**src/hw/rtl/rtof_pkg.sv**
```systemverilog
// Shared package for the root tuple obstruction filter.
// Default widths, pipeline latency of the symmetric-sum path, polynomial constants.
// No dependencies.
`timescale 1ns / 1ps

package rtof_pkg;

  localparam int ROOT_WIDTH_DEF = 8;

  // register stages in rtof_sym: five for the sums, five for the polynomial
  localparam int OBST_LAT = 10;

  localparam int K6  = 6;
  localparam int K7  = 7;
  localparam int K8  = 8;
  localparam int K12 = 12;
  localparam int K24 = 24;

  typedef struct packed {
    logic ordered;
    logic normalized;
    logic mirror;
  } rtof_flags_t;

endpackage

```
**src/hw/rtl/rtof_gcd.sv**
```systemverilog
// Pipelined binary gcd of two values, one reduction step per stage.
// A side payload travels alongside. Depends on rtof_pkg.
`timescale 1ns / 1ps

module rtof_gcd import rtof_pkg::*; #(
  parameter int W      = ROOT_WIDTH_DEF,
  parameter int SIDE_W = 1
) (
  input  logic              clk,
  input  logic              rst,
  input  logic              in_valid,
  input  logic [W-1:0]      x_in,
  input  logic [W-1:0]      y_in,
  input  logic [SIDE_W-1:0] side_in,
  output logic              out_valid,
  output logic [W-1:0]      g,
  output logic [SIDE_W-1:0] side_out
);

  localparam int STEPS = 2 * W;
  localparam int KW    = $clog2(W + 1);

  logic              vld [1:STEPS];
  logic [W-1:0]      xs  [1:STEPS];
  logic [W-1:0]      ys  [1:STEPS];
  logic [KW-1:0]     ks  [1:STEPS];
  logic [SIDE_W-1:0] sd  [1:STEPS];

  for (genvar i = 0; i < STEPS; i++) begin : g_step
    logic              vc;
    logic [W-1:0]      xc, yc, xn, yn;
    logic [KW-1:0]     kc, kn;
    logic [SIDE_W-1:0] sc;

    if (i == 0) begin : g_first
      assign vc = in_valid;
      assign xc = x_in;
      assign yc = y_in;
      assign kc = '0;
      assign sc = side_in;
    end else begin : g_rest
      assign vc = vld[i];
      assign xc = xs[i];
      assign yc = ys[i];
      assign kc = ks[i];
      assign sc = sd[i];
    end

    always_comb begin
      xn = xc;
      yn = yc;
      kn = kc;
      if (xc != '0 && yc != '0) begin
        if (!xc[0] && !yc[0]) begin
          xn = xc >> 1;
          yn = yc >> 1;
          kn = kc + 1'b1;
        end else if (!xc[0]) begin
          xn = xc >> 1;
        end else if (!yc[0]) begin
          yn = yc >> 1;
        end else if (xc >= yc) begin
          xn = (xc - yc) >> 1;
        end else begin
          yn = (yc - xc) >> 1;
        end
      end
    end

    always_ff @(posedge clk) begin
      if (rst) begin
        vld[i+1] <= 1'b0;
      end else begin
        vld[i+1] <= vc;
      end
      xs[i+1] <= xn;
      ys[i+1] <= yn;
      ks[i+1] <= kn;
      sd[i+1] <= sc;
    end
  end

  always_ff @(posedge clk) begin
    if (rst) begin
      out_valid <= 1'b0;
    end else begin
      out_valid <= vld[STEPS];
    end
    g        <= (xs[STEPS] | ys[STEPS]) << ks[STEPS];
    side_out <= sd[STEPS];
  end

endmodule

```
**config.mk**
```make
export PLATFORM = sky130hd
export DESIGN_NAME = rtof_gcd
export DESIGN_NICKNAME = d
export VERILOG_FILES = /design/src/hw/rtl/rtof_pkg.sv /design/src/hw/rtl/rtof_gcd.sv
export SDC_FILE = /design/constraint.sdc
export NUM_CORES = 1
export LEC_CHECK = 0
export BUFFER_PORTS_ARGS = -buffer_cell sky130_fd_sc_hd__buf_4
export CAP_MARGIN = 20
export CORE_MARGIN = 3
export CORE_UTILIZATION = 52
export DETAILED_ROUTE_END_ITERATION = 10
export PLACE_DENSITY = 0.68
export SYNTH_ARGS = -nofsm -noshare
export SYNTH_HDL_FRONTEND = slang
export SYNTH_SLANG_ARGS = --single-unit
export TNS_END_PERCENT = 1
```
**constraint.sdc**
```tcl
create_clock -name clk -period 3.55 [get_ports clk]
set_input_delay 0.1775 -clock clk [delete_from_list [all_inputs] [get_ports clk]]
set_output_delay 0.1775 -clock clk [all_outputs]
set_load 0.05 [all_outputs]
```
==> results.sh <==
export IMPL_status="completed"
export IMPL_yosys_area_top_type_share_pct=26.4
export IMPL_yosys_top_cells_count="356 x dfxtp_1, 278 x inv_1, 270 x ha_1, 268 x nor2_1, 200 x a21oi_1"
export IMPL_crit_fanout=7
export IMPL_setup_tns_ns=0
export IMPL_nets=3610
export IMPL_fmax_mhz=303
export IMPL_clk_path_buf_depth=3
export IMPL_tightest_slew_ns=0.873
export IMPL_place_inst=3892
export IMPL_synth_edf_count=0
export IMPL_cts_made_buffers=42
export IMPL_cts_root_buf="clkbuf_16"
export IMPL_grt_max_degree=20
export IMPL_diodes=0
export IMPL_criticalPathCategory="input port to flop"
export IMPL_die_h_um=234
export IMPL_yosysWarnings=0
export IMPL_place_detailed_hpwl_um=56900
export IMPL_fin_area_um2=29400
export IMPL_synthFlopType="dfxtp_1"
export IMPL_drv_cap=0
export IMPL_gp_congestion=0.979
export IMPL_grt_pass1_vias=24200
export IMPL_grt_setup_unrepaired="no"
export IMPL_synthTopCellsByArea="dfxtp_1 26%, ha_1 13%, inv_1 3.9%, nor2_1 3.7%, a21oi_1 3.7%"
export IMPL_hold_viol_final=0
export IMPL_grt_usage_pct=26.7
export IMPL_rows=82
export IMPL_clock_sinks=356
export IMPL_clk_pin_slew_worst_paths_ns=0.05
export IMPL_placed_area_um2=27600
export IMPL_io_pins=30
export IMPL_yosysMostFrequentCell="dfxtp_1"
export IMPL_drt_wl_total_um=75000
export IMPL_hold_path_class="input port to flop"
export IMPL_layout_cells_non_filler=3992
export IMPL_rr_worst_depth=9
export IMPL_start_util_pct=53.3
export IMPL_netlist_cell_type_count=95
export IMPL_overflow=0
export IMPL_skew_ns=0.0197
export IMPL_drt_iter0_markers=2572
export IMPL_dp_slack_ns=0.542
export IMPL_wire_per_inst_um=18.8
export IMPL_netlist_area_um2=27000
export IMPL_avgSynthCellArea_um2=8.15
export IMPL_antenna_found_initial=0
export IMPL_dieArea_um2=54700
export IMPL_drive_gt1_share_pct=5.99
export IMPL_ys_async_sr_fraction_pct=0
export IMPL_layout_setup_ws_ns=0.253
export IMPL_ys_ff_latch=356
export IMPL_synth_nets=3634
export IMPL_finalSetupViolCount=0
export IMPL_ys_seq_area_share_pct=26.4
export IMPL_arrival_ns=3.80
export IMPL_slew_viol_final=0
export IMPL_die_w_um=234
export IMPL_clk_latency_ns=0.57
export IMPL_drc=0
export IMPL_synth_largest_area_cell="dfxtp_1"
export IMPL_period_share_pct=92.9
export IMPL_first_pass_iters=5
export IMPL_cp_required_ns=4.05
export IMPL_end_kind="flop"
export IMPL_postCtsSetupBuffers=0
export IMPL_vias=25200
export IMPL_min_period_ns=3.30
export IMPL_slew_limit_headroom_pct=41.3
export IMPL_syn2layout_area_growth_pct=8.82
export IMPL_cts_tree="built"
export IMPL_htree_levels=2
export IMPL_core_um2=50700
export IMPL_hold_depth=3
export IMPL_antenna_left=0
export IMPL_via_per_inst=6.32
export IMPL_io_buffers=29
export IMPL_grt_first_pass_wirelength_um=122000
export IMPL_synth_cells=3312
export IMPL_cp_start_kind="input port"
## area by class of cell
class / count / area [um2]
clock buffer: 55 / 1190
clock inverter: 21 / 333
fill: 4562 / 21300
inverter: 281 / 1050
multi-input combinational: 2531 / 18200
sequential: 356 / 7130
tap: 672 / 841
timing repair buffer: 76 / 631
## layout by cell type (no fill, tap or decap), drive strengths merged, types with 29 or more instances in the layout
cell type  netlist  layout
a211oi          47      47
a21o            57      57
a21oi          202     202
a221o           51      51
a31oi           67      67
and2            43      43
and3            35      35
buf             42      52
clkbuf         102      55
dfxtp          356     356
fa              32      32
ha             270     270
inv            278     280
nand2          195     195
nand2b          41      41
nand3           74      74
nor2           271     271
nor2b           63      63
nor3            77      77
nor4            42      42
o21a            55      55
o21ai          183     183
o22ai           39      39
or4             29      29
xnor2          112     112
xor2            64      64
## path summary, 6_finish.rpt
path                  start         to  slack, ns
hold reg to reg      sd[10]     sd[11]       0.33
setup reg to reg  xs[0][48]  xs[0][57]       0.44
setup / recovery    x_in[0]  xs[0][13]       0.25
hold / removal      y_in[0]   xs[0][9]        0.1
## timing repair
item                      4_1_cts  5_1_grt
hold buffers                   24        0
gates resized for setup         0        0
hold endpoints to repair       34        0
## routing by layer
layer	global-route usage (%)	part of all wire [%]
met5	0	0
met4	9.03	3.4
met3	3.56	6.4
met2	44.5	46
met1	35.6	44
## cell families (layout without fill, tap and decap cells)
| group | after synthesis | count (layout) | share of synthesized area [%] |
|---|---|---|---|
| compound gates | 1055 | 1055 | 27.6 |
| simple gates | 972 | 972 | 18.2 |
| buf+inv | 425 | 433 | 6.18 |
| flops | 356 | 356 | 26.4 |
| fa+ha+maj | 302 | 302 | 14.9 |
| xor+xnor | 176 | 176 | 5.71 |
| mux | 26 | 26 | 1.02 |
## state kept, by name, indices dropped and copies added, names as in the netlist
| name | flops |
|---|---|
| ks | 58 |
| ys | 128 |
| g | 8 |
| side_out | 1 |
| xs | 128 |
| out_valid | 1 |
| vld | 16 |
| sd | 16 |
## worst max-delay path, cell delays in order
cell           delay [ns]
dlygate4sd3_1        0.53
buf_4                0.16
inv_1                0.13
ha_1                 0.25
fa_1                 0.41
nand2b_1             0.20
a211oi_1             0.30
o21a_1               0.20
nand2_1              0.06
a31oi_1              0.52
o221a_2              0.31
dlygate4sd3_1        0.54
## stage by stage
step	utilization (%)	hold slack (ns)
after floorplan	-	0.205
after global placement	54.5	0.287
after detailed placement	54.5	0.287
after CTS	58.0	0.0613
after global routing	58.0	0.0923
final	58.0	0.0994
Power is not shown: default switching activity piles up to over one toggle a cycle in this logic, so the estimate is an artifact.
